**src/sv/tkf_pkg.sv**
```systemverilog
// Shared types, widths, register indexes and saturation helpers for the
// two-state tilt Kalman filter. No dependencies.
package tkf_pkg;

    localparam int DATA_WIDTH = 32;        // angle and rate word width
    localparam int CFG_W      = 32;        // configuration register width
    localparam int COV_W      = 32;        // covariance and gain width
    localparam int FRAC       = 28;        // Q4.28 fraction bits
    localparam int DEN_W      = COV_W + 2; // r_meas_noise + cov_aa
    // multiplier operand A, signed: angle error or covariance sums
    localparam int AW  = (DATA_WIDTH + 2 > COV_W + 3) ? DATA_WIDTH + 2 : COV_W + 3;
    localparam int BW  = CFG_W + 1;        // operand B, signed
    localparam int MW  = 64;               // rounded product, signed
    localparam int SW  = MW + 2;           // sums before saturation

    localparam logic [1:0] CFG_Q_ANGLE = 2'd0;
    localparam logic [1:0] CFG_Q_BIAS  = 2'd1;
    localparam logic [1:0] CFG_R_MEAS  = 2'd2;
    localparam logic [1:0] CFG_DT      = 2'd3;

    localparam logic [CFG_W-1:0] RST_Q_ANGLE = 32'd268435;
    localparam logic [CFG_W-1:0] RST_Q_BIAS  = 32'd805306;
    localparam logic [CFG_W-1:0] RST_R_MEAS  = 32'd134217728;
    localparam logic [CFG_W-1:0] RST_DT      = 32'd1342177;
    localparam logic [COV_W-1:0] COV_ONE     = 32'h1000_0000;

    typedef struct packed {
        logic signed [DATA_WIDTH-1:0] angle_meas;
        logic signed [DATA_WIDTH-1:0] gyro_meas;
    } t_in_beat;

    typedef struct packed {
        logic signed [DATA_WIDTH-1:0] angle_out;
        logic signed [DATA_WIDTH-1:0] rate_out;
    } t_out_beat;

    function automatic logic signed [DATA_WIDTH-1:0] sat_dw(input logic signed [SW-1:0] v);
        logic signed [SW-1:0] hi;
        logic signed [SW-1:0] lo;
        hi = SW'({1'b0, {(DATA_WIDTH-1){1'b1}}});
        lo = ~hi;
        if (v > hi)      return hi[DATA_WIDTH-1:0];
        else if (v < lo) return lo[DATA_WIDTH-1:0];
        else             return v[DATA_WIDTH-1:0];
    endfunction

    function automatic logic signed [COV_W-1:0] sat_cov(input logic signed [SW-1:0] v);
        logic signed [SW-1:0] hi;
        logic signed [SW-1:0] lo;
        hi = SW'({1'b0, {(COV_W-1){1'b1}}});
        lo = ~hi;
        if (v > hi)      return hi[COV_W-1:0];
        else if (v < lo) return lo[COV_W-1:0];
        else             return v[COV_W-1:0];
    endfunction

endpackage

```
**src/sv/tkf_mul.sv**
```systemverilog
// Shared sign-magnitude multiplier, 16 bits of A per cycle, with Q4.28
// round-half-away and cap at 2^62. Depends on tkf_pkg.
module tkf_mul (
    input  logic                        i_clk,
    input  logic                        i_rst_n,
    input  logic                        i_start,
    input  logic signed [tkf_pkg::AW-1:0] i_a,
    input  logic signed [tkf_pkg::BW-1:0] i_b,
    output logic                        o_done,
    output logic signed [tkf_pkg::MW-1:0] o_res
);
    import tkf_pkg::*;

    localparam int NCH = (AW + 15) / 16;
    localparam int AP  = NCH * 16;
    localparam int PW  = AP + CFG_W;
    localparam int CW  = $clog2(NCH + 1);
    localparam int XW  = (PW - FRAC + 1 > MW) ? PW - FRAC + 1 : MW;
    localparam logic [PW:0] HALF = (PW+1)'(1) << (FRAC - 1);
    localparam logic [XW-1:0] CAP = XW'(1) << 62;

    logic [AP-1:0]    r_amag;
    logic [CFG_W-1:0] r_bmag;
    logic             r_neg;
    logic [PW-1:0]    r_acc;
    logic [CW-1:0]    r_cnt;
    logic             r_busy;
    logic             r_done;
    logic signed [MW-1:0] r_res;

    logic [AW-1:0]      amag;
    logic [BW-1:0]      bmag;
    logic [PW:0]        rsum;
    logic [PW-FRAC:0]   rnd;
    logic [MW-1:0]      umag;

    always_comb begin
        amag = i_a[AW-1] ? AW'(-i_a) : AW'(i_a);
        bmag = i_b[BW-1] ? BW'(-i_b) : BW'(i_b);
        rsum = (PW+1)'(r_acc) + HALF;
        rnd  = rsum[PW:FRAC];
        umag = (XW'(rnd) > CAP) ? MW'(CAP) : MW'(rnd);
    end

    always_ff @(posedge i_clk) begin
        if (!i_rst_n) begin
            r_busy <= 1'b0;
            r_done <= 1'b0;
            r_cnt  <= '0;
        end else begin
            r_done <= 1'b0;
            if (i_start) begin
                r_busy <= 1'b1;
                r_cnt  <= CW'(NCH);
            end else if (r_busy) begin
                if (r_cnt != '0) begin
                    r_cnt <= r_cnt - CW'(1);
                end else begin
                    r_busy <= 1'b0;
                    r_done <= 1'b1;
                end
            end
        end
    end

    always_ff @(posedge i_clk) begin
        if (i_start) begin
            r_amag <= AP'(amag);
            r_bmag <= bmag[CFG_W-1:0];
            r_neg  <= i_a[AW-1] ^ i_b[BW-1];
            r_acc  <= '0;
        end else if (r_busy && r_cnt != '0) begin
            r_acc  <= (r_acc << 16) + (PW'(r_bmag) * PW'(r_amag[AP-1 -: 16]));
            r_amag <= r_amag << 16;
        end else if (r_busy) begin
            r_res  <= r_neg ? -$signed(umag) : $signed(umag);
        end
    end

    assign o_done = r_done;
    assign o_res  = r_res;
endmodule

```
**src/sv/tkf_div.sv**
```systemverilog
// Gain divider: (|num| << 28) / |den|, restoring, one quotient bit a cycle,
// saturated to signed Q4.28, zero on a zero divisor. Depends on tkf_pkg.
module tkf_div (
    input  logic                           i_clk,
    input  logic                           i_rst_n,
    input  logic                           i_start,
    input  logic signed [tkf_pkg::COV_W-1:0] i_num,
    input  logic signed [tkf_pkg::DEN_W-1:0] i_den,
    output logic                           o_done,
    output logic signed [tkf_pkg::COV_W-1:0] o_res
);
    import tkf_pkg::*;

    localparam int QW = COV_W;            // quotient bits formed
    localparam int CW = $clog2(QW + 1);
    localparam int LW = QW + 6;           // overflow compare width

    logic [DEN_W-1:0] r_dmag;
    logic [DEN_W-1:0] r_rem;
    logic [QW-1:0]    r_lo;
    logic [QW-1:0]    r_q;
    logic             r_neg;
    logic             r_ovf;
    logic             r_zero;
    logic [CW-1:0]    r_cnt;
    logic             r_busy;
    logic             r_done;
    logic signed [COV_W-1:0] r_res;

    logic [COV_W-1:0] nmag;
    logic [DEN_W-1:0] dmag;
    logic [DEN_W:0]   tmp;
    logic             fit;

    always_comb begin
        nmag = i_num[COV_W-1] ? COV_W'(-i_num) : COV_W'(i_num);
        dmag = i_den[DEN_W-1] ? DEN_W'(-i_den) : DEN_W'(i_den);
        tmp  = {r_rem, r_lo[QW-1]};
        fit  = tmp >= (DEN_W+1)'(r_dmag);
    end

    always_ff @(posedge i_clk) begin
        if (!i_rst_n) begin
            r_busy <= 1'b0;
            r_done <= 1'b0;
            r_cnt  <= '0;
        end else begin
            r_done <= 1'b0;
            if (i_start) begin
                r_busy <= 1'b1;
                r_cnt  <= CW'(QW);
            end else if (r_busy) begin
                if (r_cnt != '0 && !r_ovf && !r_zero) begin
                    r_cnt <= r_cnt - CW'(1);
                end else begin
                    r_busy <= 1'b0;
                    r_done <= 1'b1;
                end
            end
        end
    end

    always_ff @(posedge i_clk) begin
        if (i_start) begin
            r_dmag <= dmag;
            r_rem  <= DEN_W'(nmag[COV_W-1:4]);
            r_lo   <= {nmag[3:0], {(QW-4){1'b0}}};
            r_q    <= '0;
            r_neg  <= i_num[COV_W-1] ^ i_den[DEN_W-1];
            r_zero <= (i_den == '0);
            // quotient reaches 2^32 when |num| >= |den| * 16
            r_ovf  <= LW'(nmag) >= (LW'(dmag) << 4);
        end else if (r_busy && r_cnt != '0 && !r_ovf && !r_zero) begin
            r_rem <= fit ? DEN_W'(tmp - (DEN_W+1)'(r_dmag)) : tmp[DEN_W-1:0];
            r_lo  <= r_lo << 1;
            r_q   <= {r_q[QW-2:0], fit};
        end else if (r_busy) begin
            if (r_zero)
                r_res <= '0;
            else if (r_neg)
                r_res <= (r_ovf || r_q > {1'b1, {(QW-1){1'b0}}}) ?
                         $signed({1'b1, {(COV_W-1){1'b0}}}) : -$signed(r_q);
            else
                r_res <= (r_ovf || r_q[QW-1]) ?
                         $signed({1'b0, {(COV_W-1){1'b1}}}) : $signed(r_q);
        end
    end

    assign o_done = r_done;
    assign o_res  = r_res;
endmodule

```
**src/sv/tilt_kalman_filter_2state_core.sv**
```systemverilog
// Two-state tilt Kalman filter core (angle and gyro bias), top level.
// Depends on tkf_pkg, tkf_mul and tkf_div.
//
//  channel | direction | handshake              | beat
//  in      | input     | i_in_valid / o_in_stall | t_in_beat  (angle, gyro)
//  out     | output    | o_out_valid / i_out_stall | t_out_beat (angle, rate)
//  cfg     | input     | i_cfg_we                | i_cfg_idx, i_cfg_data
//
// Each beat runs ten multiplies through the shared 32x16 multiplier (NCH =
// ceil(AW/16) = 3 chunks of A at DATA_WIDTH 32), two gain divides through the
// one-bit-a-cycle divider, then loads the output register and returns to idle.
// A divide ends early on a zero divisor or a gain overflow.
// o_in_stall is high from acceptance until the result is loaded into the
// output register; the next beat may enter while that result still waits.
// Reset (synchronous, active low) restores the noise defaults, zeroes the
// estimates and sets the covariance to identity. No clearing pass.
module tilt_kalman_filter_2state_core (
    input  logic                         i_clk,
    input  logic                         i_rst_n,
    input  logic                         i_in_valid,
    output logic                         o_in_stall,
    input  tkf_pkg::t_in_beat            i_in_data,
    output logic                         o_out_valid,
    input  logic                         i_out_stall,
    output tkf_pkg::t_out_beat           o_out_data,
    input  logic                         i_cfg_we,
    input  logic [1:0]                   i_cfg_idx,
    input  logic [tkf_pkg::CFG_W-1:0]    i_cfg_data
);
    import tkf_pkg::*;

    localparam int DW = DATA_WIDTH;

    localparam logic [1:0] S_IDLE = 2'd0;
    localparam logic [1:0] S_MUL  = 2'd1;
    localparam logic [1:0] S_DIV  = 2'd2;
    localparam logic [1:0] S_OUT  = 2'd3;

    // operation sequence
    localparam logic [3:0] OP_ANGLE_P = 4'd0;  // angle += (gm - bias) * dt
    localparam logic [3:0] OP_AA_P    = 4'd1;  // aa += pdot0 * dt
    localparam logic [3:0] OP_AB_P    = 4'd2;  // ab, ba += -bb * dt
    localparam logic [3:0] OP_BB_P    = 4'd3;  // bb += qb * dt
    localparam logic [3:0] OP_K0      = 4'd4;
    localparam logic [3:0] OP_K1      = 4'd5;
    localparam logic [3:0] OP_BA_C    = 4'd6;  // ba -= k1 * aa
    localparam logic [3:0] OP_BB_C    = 4'd7;  // bb -= k1 * ab
    localparam logic [3:0] OP_AA_C    = 4'd8;  // aa -= k0 * aa
    localparam logic [3:0] OP_AB_C    = 4'd9;  // ab -= k0 * ab
    localparam logic [3:0] OP_BIAS_C  = 4'd10; // bias += k1 * err
    localparam logic [3:0] OP_ANGLE_C = 4'd11; // angle += k0 * err
    localparam logic [3:0] OP_END     = 4'd12;

    logic [CFG_W-1:0] r_qa, r_qb, r_rn, r_dt;
    logic signed [DW-1:0]    r_am, r_gm, r_angle, r_bias;
    logic signed [COV_W-1:0] r_aa, r_ab, r_ba, r_bb, r_k0, r_k1;
    logic [1:0] r_state;
    logic [3:0] r_op;
    logic       r_go;
    logic       r_ovld;
    t_out_beat  r_out;

    logic [3:0] n_op;
    logic signed [AW-1:0]    mul_a;
    logic signed [BW-1:0]    mul_b;
    logic signed [MW-1:0]    mul_res;
    logic                    mul_done;
    logic signed [COV_W-1:0] div_num;
    logic signed [DEN_W-1:0] div_den;
    logic signed [COV_W-1:0] div_res;
    logic                    div_done;
    logic signed [SW-1:0]    m;
    logic signed [AW-1:0]    err;
    logic                    in_acc;

    assign in_acc = i_in_valid && !o_in_stall;
    assign n_op   = r_op + 4'd1;
    assign m      = SW'(mul_res);
    assign err    = AW'(r_am) - AW'(r_angle);

    // operand select for the shared multiplier and the divider
    always_comb begin
        mul_a = '0;
        mul_b = BW'(r_dt);
        case (r_op)
            OP_ANGLE_P: mul_a = AW'(r_gm) - AW'(r_bias);
            OP_AA_P:    mul_a = AW'(r_qa) - AW'(r_ab) - AW'(r_ba);
            OP_AB_P:    mul_a = -AW'(r_bb);
            OP_BB_P:    mul_a = AW'(r_qb);
            OP_BA_C:    begin mul_a = AW'(r_aa);  mul_b = BW'(r_k1); end
            OP_BB_C:    begin mul_a = AW'(r_ab);  mul_b = BW'(r_k1); end
            OP_AA_C:    begin mul_a = AW'(r_aa);  mul_b = BW'(r_k0); end
            OP_AB_C:    begin mul_a = AW'(r_ab);  mul_b = BW'(r_k0); end
            OP_BIAS_C:  begin mul_a = err;        mul_b = BW'(r_k1); end
            OP_ANGLE_C: begin mul_a = err;        mul_b = BW'(r_k0); end
            default:    mul_a = '0;
        endcase
        div_num = (r_op == OP_K1) ? r_ba : r_aa;
        div_den = $signed({2'b00, r_rn}) + DEN_W'(r_aa);
    end

    tkf_mul u_mul (
        .i_clk   (i_clk),
        .i_rst_n (i_rst_n),
        .i_start (r_go && r_state == S_MUL),
        .i_a     (mul_a),
        .i_b     (mul_b),
        .o_done  (mul_done),
        .o_res   (mul_res)
    );

    tkf_div u_div (
        .i_clk   (i_clk),
        .i_rst_n (i_rst_n),
        .i_start (r_go && r_state == S_DIV),
        .i_num   (div_num),
        .i_den   (div_den),
        .o_done  (div_done),
        .o_res   (div_res)
    );

    // sequencer and state
    always_ff @(posedge i_clk) begin
        if (!i_rst_n) begin
            r_state <= S_IDLE;
            r_op    <= OP_ANGLE_P;
            r_go    <= 1'b0;
            r_ovld  <= 1'b0;
            r_qa    <= RST_Q_ANGLE;
            r_qb    <= RST_Q_BIAS;
            r_rn    <= RST_R_MEAS;
            r_dt    <= RST_DT;
            r_angle <= '0;
            r_bias  <= '0;
            r_aa    <= COV_ONE;
            r_ab    <= '0;
            r_ba    <= '0;
            r_bb    <= COV_ONE;
        end else begin
            r_go <= 1'b0;
            if (o_out_valid && !i_out_stall)
                r_ovld <= 1'b0;
            if (i_cfg_we) begin
                unique case (i_cfg_idx)
                    CFG_Q_ANGLE: r_qa <= i_cfg_data;
                    CFG_Q_BIAS:  r_qb <= i_cfg_data;
                    CFG_R_MEAS:  r_rn <= i_cfg_data;
                    CFG_DT:      r_dt <= i_cfg_data;
                    default:     ;
                endcase
            end
            unique case (r_state)
                S_IDLE: begin
                    if (in_acc) begin
                        r_state <= S_MUL;
                        r_op    <= OP_ANGLE_P;
                        r_go    <= 1'b1;
                    end
                end
                S_MUL: begin
                    if (mul_done) begin
                        case (r_op)
                            OP_ANGLE_P: r_angle <= sat_dw(SW'(r_angle) + m);
                            OP_AA_P:    r_aa    <= sat_cov(SW'(r_aa) + m);
                            OP_AB_P: begin
                                r_ab <= sat_cov(SW'(r_ab) + m);
                                r_ba <= sat_cov(SW'(r_ba) + m);
                            end
                            OP_BB_P:    r_bb    <= sat_cov(SW'(r_bb) + m);
                            OP_BA_C:    r_ba    <= sat_cov(SW'(r_ba) - m);
                            OP_BB_C:    r_bb    <= sat_cov(SW'(r_bb) - m);
                            OP_AA_C:    r_aa    <= sat_cov(SW'(r_aa) - m);
                            OP_AB_C:    r_ab    <= sat_cov(SW'(r_ab) - m);
                            OP_BIAS_C:  r_bias  <= sat_dw(SW'(r_bias) + m);
                            OP_ANGLE_C: r_angle <= sat_dw(SW'(r_angle) + m);
                            default:    ;
                        endcase
                        r_op <= n_op;
                        if (n_op == OP_K0) begin
                            r_state <= S_DIV;
                            r_go    <= 1'b1;
                        end else if (n_op == OP_END) begin
                            r_state <= S_OUT;
                        end else begin
                            r_go    <= 1'b1;
                        end
                    end
                end
                S_DIV: begin
                    if (div_done) begin
                        if (r_op == OP_K1)
                            r_k1 <= div_res;
                        else
                            r_k0 <= div_res;
                        r_op <= n_op;
                        r_go <= 1'b1;
                        if (n_op != OP_K1)
                            r_state <= S_MUL;
                    end
                end
                S_OUT: begin
                    // wait while an older result is still held
                    if (!r_ovld || !i_out_stall) begin
                        r_ovld  <= 1'b1;
                        r_state <= S_IDLE;
                    end
                end
                default: r_state <= S_IDLE;
            endcase
        end
    end

    // beat capture and output payload
    always_ff @(posedge i_clk) begin
        if (in_acc) begin
            r_am <= i_in_data.angle_meas;
            r_gm <= i_in_data.gyro_meas;
        end
        if (r_state == S_OUT && (!r_ovld || !i_out_stall)) begin
            r_out.angle_out <= r_angle;
            r_out.rate_out  <= sat_dw(SW'(r_gm) - SW'(r_bias));
        end
    end

    assign o_in_stall  = (r_state != S_IDLE);
    assign o_out_valid = r_ovld;
    assign o_out_data  = r_out;

    // checks
    a_units_excl: assert property (@(posedge i_clk) disable iff (!i_rst_n)
        !(mul_done && div_done))
        else $error("multiplier and divider finished together");

    a_mul_owner: assert property (@(posedge i_clk) disable iff (!i_rst_n)
        mul_done |-> r_state == S_MUL)
        else $error("multiplier result outside multiply step");

    a_div_owner: assert property (@(posedge i_clk) disable iff (!i_rst_n)
        div_done |-> r_state == S_DIV)
        else $error("divider result outside gain step");

    a_busy_after_acc: assert property (@(posedge i_clk) disable iff (!i_rst_n)
        in_acc |=> o_in_stall)
        else $error("input not stalled after beat accepted");

endmodule

```
**config.mk**
```make
export PLATFORM = sky130hd
export DESIGN_NAME = tilt_kalman_filter_2state_core
export DESIGN_NICKNAME = d
export VERILOG_FILES = /design/src/sv/tkf_pkg.sv /design/src/sv/tkf_mul.sv /design/src/sv/tkf_div.sv /design/src/sv/tilt_kalman_filter_2state_core.sv
export SDC_FILE = /design/constraint.sdc
export NUM_CORES = 2
export LEC_CHECK = 0
export BUFFER_PORTS_ARGS = -buffer_cell sky130_fd_sc_hd__clkbuf_2
export CAP_MARGIN = 20
export CORE_MARGIN = 3
export CORE_UTILIZATION = 40
export CTS_BUF_LIST = sky130_fd_sc_hd__clkbuf_8
export DETAILED_ROUTE_END_ITERATION = 8
export PLACE_DENSITY = 0.66
export SLEW_MARGIN = 5
export SYNTH_ARGS = -nofsm -noshare
export SYNTH_HDL_FRONTEND = slang
export SYNTH_SLANG_ARGS = --single-unit
export TNS_END_PERCENT = 50
```
**constraint.sdc**
```tcl
create_clock -name i_clk -period 6.95 [get_ports i_clk]
set_input_delay 1.39 -clock i_clk [delete_from_list [all_inputs] [get_ports i_clk]]
set_output_delay 1.39 -clock i_clk [all_outputs]
set_load 0.05 [all_outputs]
```
Word-level counts from Yosys, hierarchy flattened

Index checks and enable logic that the tools add are counted.

Register bits after elaboration: 896
Bits in latches: 0
Bits in writable memories: 0
ROM bits: 0
Input bits: 103
Output and inout port bits: 66
Memories: 0

Add/sub/neg operators: 29
Multipliers: 1
Divide/modulo/power cells: 0
Magnitude comparators: 25
Eq/ne operators: 25
Shifts and indexed selects: 0
Muxes and demuxes: 78
Bitwise gates (word level): 10
Reduce and logical (&&, ||, !) cells: 65

Operators with widths:

| operator                                             | number |
|---|---|
| 2-to-1 mux 32 bit                                    | 29 |
| > comparator 65 x 32 -> 1 bit, second input constant | 10 |
| < comparator 65 x 32 -> 1 bit, second input constant | 10 |
| adder 32 x 64 -> 65 bit                              | 6 |
| subtractor 32 x 64 -> 65 bit                         | 4 |
| case mux 32 bit (2 select lines)                     | 4 |
| case mux 35 bit (7 select lines)                     | 1 |
| 2-to-1 mux 35 bit                                    | 3 |
| subtractor 32 x 32 -> 33 bit                         | 3 |
| negation 32 bit                                      | 3 |
| adder 80 x 28 -> 81 bit, second input constant       | 1 |
| adder 80 x 48 -> 80 bit                              | 1 |
| 2-to-1 mux 34 bit                                    | 2 |
| case mux 33 bit (2 select lines)                     | 1 |
| negation 53 -> 64 bit                                | 1 |
| 2-to-1 mux 28 bit                                    | 2 |
| 2-to-1 mux 53 bit                                    | 1 |
| multiplier 32 x 16 -> 48 bit                         | 1 |
| >= comparator 32 x 38 -> 1 bit                       | 1 |
| >= comparator 35 x 34 -> 1 bit                       | 1 |
| negation 32 -> 35 bit                                | 1 |
| negation 35 bit                                      | 1 |
| subtractor 34 x 32 -> 35 bit                         | 1 |
| adder 33 x 32 -> 34 bit                              | 1 |
| 43 further kinds                                     | 144 |

Logic depth before layout (Yosys ltp)

Depth in word-level cells: 6
Mapped depth: 32

By module

From an unflattened synthesis, not the netlist that was laid out.

Cells, all modules: 14,123
Area total of the unflattened synthesis: 110,270.8 sq um

Modules (own cells, without submodules):

| module                         | times used | cells an instance | area each (sq um) |
|---|---|---|---|
| tilt_kalman_filter_2state_core | 1          | 9,496             | 69,693.1 |
| tkf_mul                        | 1          | 3,368             | 29,846.1 |
| tkf_div                        | 1          | 1,259             | 10,731.5 |

Worst setup path before layout

Ideal clock, no wire load.

Kind: register -> register
Start point: register u_mul.r_bmag[11]
End point: register u_mul.r_acc[78]
Setup time: 0.132 ns
Arrival: 7.477 ns
Data required time: 6.818 ns
Setup slack: -0.659 ns
Cell stages (with the launch flop): 28
Buffers on the path: 1
Path through: edfxtp_1 > clkbuf_1 > nand2_1 > fa_1 > inv_1 > fa_1 > fa_1 > fa_1 > fa_1 > inv_1 > fa_1 > inv_1 > ha_1 > a21o_1 > a21o_1 > a21o_1 > a21oi_1 > o21ai_0 > a221o_1 > a41o_1 > a31o_2 > a21oi_1 > nor3_1 > o41ai_1 > nor2_1 > nand4_1 > xor2_1 > a21oi_1

Longest elaborated chain between the ends: 2

RTL lines:

| item                         | RTL line      | source |
|---|---|---|
| start, declared              | tkf_mul.sv:23 | `logic [CFG_W-1:0] r_bmag;` |
| start signal, assigned       | tkf_mul.sv:69 | `r_bmag <= bmag[CFG_W-1:0];` |
| multiplier 32 x 16 -> 48 bit | tkf_mul.sv:73 | `r_acc <= (r_acc << 16) + (PW'(r_bmag) * PW'(r_amag[AP-1 -: 16]));` |
| adder 80 x 48 -> 80 bit      | tkf_mul.sv:73 |  |
| end signal, assigned         | tkf_mul.sv:73 |  |
| end, declared                | tkf_mul.sv:25 | `logic [PW-1:0] r_acc;` |

Every way passes these cells.
A chain may end at the register's enable or synchronous reset.

Worst setup path after layout

Start point: register u_mul.r_bmag[7]
End point: register u_mul.r_acc[79]

Same word-level chain as after synthesis.

==> metrics <==
final worst-path cycle share 107%; outcome complete, but fails checks; NumNets Final 16700; most used cell, CP fa_1; Setup crit start u_mul.r_bmag[7]; reg2reg setup slack -0.46 ns; Tightest Pin Transition 1.25 ns; Overflow after GRT 0; Num CTS Buffers 177; largest net degree at the start of global routing 108; top-level port count 169; Clock Latency Late Sink 1.03 ns; CP Launch Type register; via count 116000; antenna viol nets, final 0; slowest CP cell fa_1; Starting Density 40.3%; most common cell after layout, fill and taps aside nand2_1; gpl congestion 1.04; Root Buffer clkbuf_8; Unique masters post-synth 108; die area 289000 um2; total iterations of the first detailed-routing run 9; Reg-to-Reg Start u_mul.r_bmag[7]; Die Y 537 um; Starting DRT DRC Count 12800; R2R depth 28; Max stage delay on crit path 0.54 ns; first-pass GRT wire length 694000 um; failing checks setup timing; Mapped Avg Cell Area 7.66 um2; pwr dens 237 nW/um2; number of global-route vias before repair 108000; f_max 135 MHz; Worst Setup End Kind register; #FFs+latches synth 896; most common flop cell mapped by yosys dfxtp_1; highest-count cells in the layout ignoring fill and taps nand2_1 (1684), a21oi_1 (1550), inv_1 (1285), nor2_1 (990), ha_1 (983); Cells after Synth 14800; post-synthesis async set-or-reset flop share 0%; layout cells sized above 1 9.62%; Static Leakage 54.0 nW; H-tree Lvls 4; arrival time at the worst endpoint 8.21 ns; antenna violations before repair 25; Mapped Nets 16300; Cell Area, Synth 113000 um2; Hold Vio Cnt, Final 0; post-DR vias/cell 6.11; RR Endpoint u_mul.r_acc[79]; final slew viol count 0; clk slew on worst S/H paths 0.06 ns; Max Root-Sink Buffers 4; Post-DP HPWL 386000 um; Area Growth Syn to Fin 11.5%; max-cap viol count 0; per-cell routed wire length 25.0 um; VDD IR max 548 uV; die width 537 um; Setup-failing EPs final 26; worst setup margin -0.459 ns; Tot GR Track Use 31.5%; required time of the critical path 7.75 ns; RSZ-0062 raised after global routing yes; CP endpoint u_mul.r_acc[79]; crit path kind reg -> reg; worst hold path class reg -> reg; WHS 0.396 ns; Core ar. 280000 um2; CTS tree built; final wirelength 474000 um; Design Area, Final 126000 um2; Placed Area 121000 um2; Rows 194; number of synthesized flops with an enable pin 425; sequential share of the synthesized area 19.6%; Ys Warns 0; relative slew slack 15.8%; CP Max Fanout 5; skew final 0.154 ns; IO Port Bufs 168; Tmin final 7.41 ns; clock sink count 896; Remaining DRCs 0
## critical path: cells and delay by family (launching register included)
kind / cells / cell delay (ns)
AND/OR/NAND/NOR: 7 / 1.67
flip-flops: 1 / 0.44
AO/OA/AOI/OAI: 7 / 1.32
buffers and inverters: 7 / 0.54
adder cells (fa/ha/maj): 7 / 3.29
## metrics by stage
step | setup WS, ns | util [%] | instances | power, mW | TNS, ns
after floorplan | 0.00744 | - | 14800 | 17.2 | 0
after global placement | -0.568 | 43.4 | 18600 | 22.7 | -9.96
after detailed placement | -0.626 | 43.4 | 18600 | 22.7 | -11.01
after CTS | -0.401 | 44.9 | 18900 | 29.4 | -5.98
after global routing | -0.682 | 45.0 | 19000 | 32.0 | -14.94
final | -0.459 | 45.0 | 19000 | 29.8 | -4.88
## per-layer routing
| layer | global-route usage (%) | vias up | share of wire [%] |
|---|---|---|---|
| met5 | 0 | - | 0.0095 |
| met4 | 17.6 | 6 | 6.7 |
| met1 | 41.5 | 55800 | 41 |
| met3 | 5.97 | 1144 | 9.9 |
| met2 | 48.4 | 5819 | 43 |
| li1 | - | 53200 | - |
## worst min path at each step
stage / cells after the start / start / slack, ns / to
after global routing: 0 / u_div.o_res[18] / 0.42 / r_k1[18]
final: 0 / u_div.o_res[18] / 0.40 / r_k1[18]
after CTS: 0 / u_div.o_res[18] / 0.40 / r_k1[18]
after global placement: 0 / u_div.o_res[16] / 0.42 / r_k1[16]
after floorplan: 0 / u_div.o_res[0] / 0.42 / r_k0[0]
after detailed placement: 0 / u_div.o_res[25] / 0.43 / r_k1[25]
## report_power, final
part	switching, mW	internal, mW	total, mW
Clock	2.75	3.26	6.00
Combinational	9.85	7.23	17.1
Sequential	0.549	6.18	6.73
Total	13.1	16.7	29.8
## timing repair
item | 4_1_cts | 5_1_grt
endpoints found under the setup margin | 40 | 62
pin swaps | 86 | 54
hold buffers | 0 | 0
buffers inserted | 24 | 4
cloned | 1 | 1
resized for setup | 55 | 51
## sequential cells by signal, summed over array words and instances, names as in the netlist, 34 cells and up
signal / flops
u_mul.r_acc: 80
u_div.r_dmag: 34
o_out_data: 64
u_mul.o_res: 64
u_mul.r_amag: 48
u_div.r_rem: 34
## synth_stat cells, types with 62 or more instances
| cell type | n | share of area [%] |
|---|---|---|
| fa_1 | 497 | 8.8 |
| and3_1 | 113 | 0.63 |
| a31oi_1 | 160 | 0.89 |
| nand2b_1 | 134 | 0.74 |
| o21bai_1 | 169 | 1.1 |
| a21o_1 | 353 | 2.3 |
| or2_2 | 62 | 0.34 |
| nor3_1 | 323 | 1.4 |
| o211ai_1 | 121 | 0.80 |
| a221oi_1 | 83 | 0.64 |
| xor2_1 | 256 | 2.0 |
| a21oi_1 | 1562 | 6.9 |
| dfxtp_1 | 471 | 8.3 |
| ha_1 | 992 | 11 |
| nand3_1 | 337 | 1.5 |
| nor4_1 | 209 | 1.2 |
| clkbuf_1 | 643 | 2.1 |
| o31ai_1 | 169 | 1.1 |
| inv_1 | 1242 | 4.1 |
| o21ai_0 | 811 | 3.6 |
| nand2_1 | 1692 | 5.6 |
| edfxtp_1 | 425 | 11 |
| and2_1 | 307 | 1.7 |
| nor2_1 | 1006 | 3.3 |
| or3_1 | 109 | 0.60 |
| xnor2_1 | 700 | 5.4 |
| nand4_1 | 227 | 1.3 |
| o21a_1 | 85 | 0.56 |
| mux2i_1 | 72 | 0.64 |
| nor2b_1 | 131 | 0.73 |
| a211oi_1 | 155 | 1.0 |
## cell type report
type | instances | area (um2)
fillers | 28400 | 154000
diodes | 12 | 30.0
clock inverters | 130 | 1090
inverters | 1256 | 4720
clock buffers | 196 | 2700
well taps | 3724 | 4660
multi-input cells | 11800 | 83700
repair buffers | 916 | 6910
flip-flops and latches | 896 | 22200
## logic make-up after synthesis
group	after synthesis	synth area share (%)
AOI/OAI and AO/OA	4365	24.3
and+or+nand+nor	4930	21.1
xor gates and xnor gates	956	7.41
muxes	88	0.798
buffers and inverters	2018	6.79
adders and majority gates	1499	19.9
DFF	896	19.6
(Power assumes the default switching activity.)
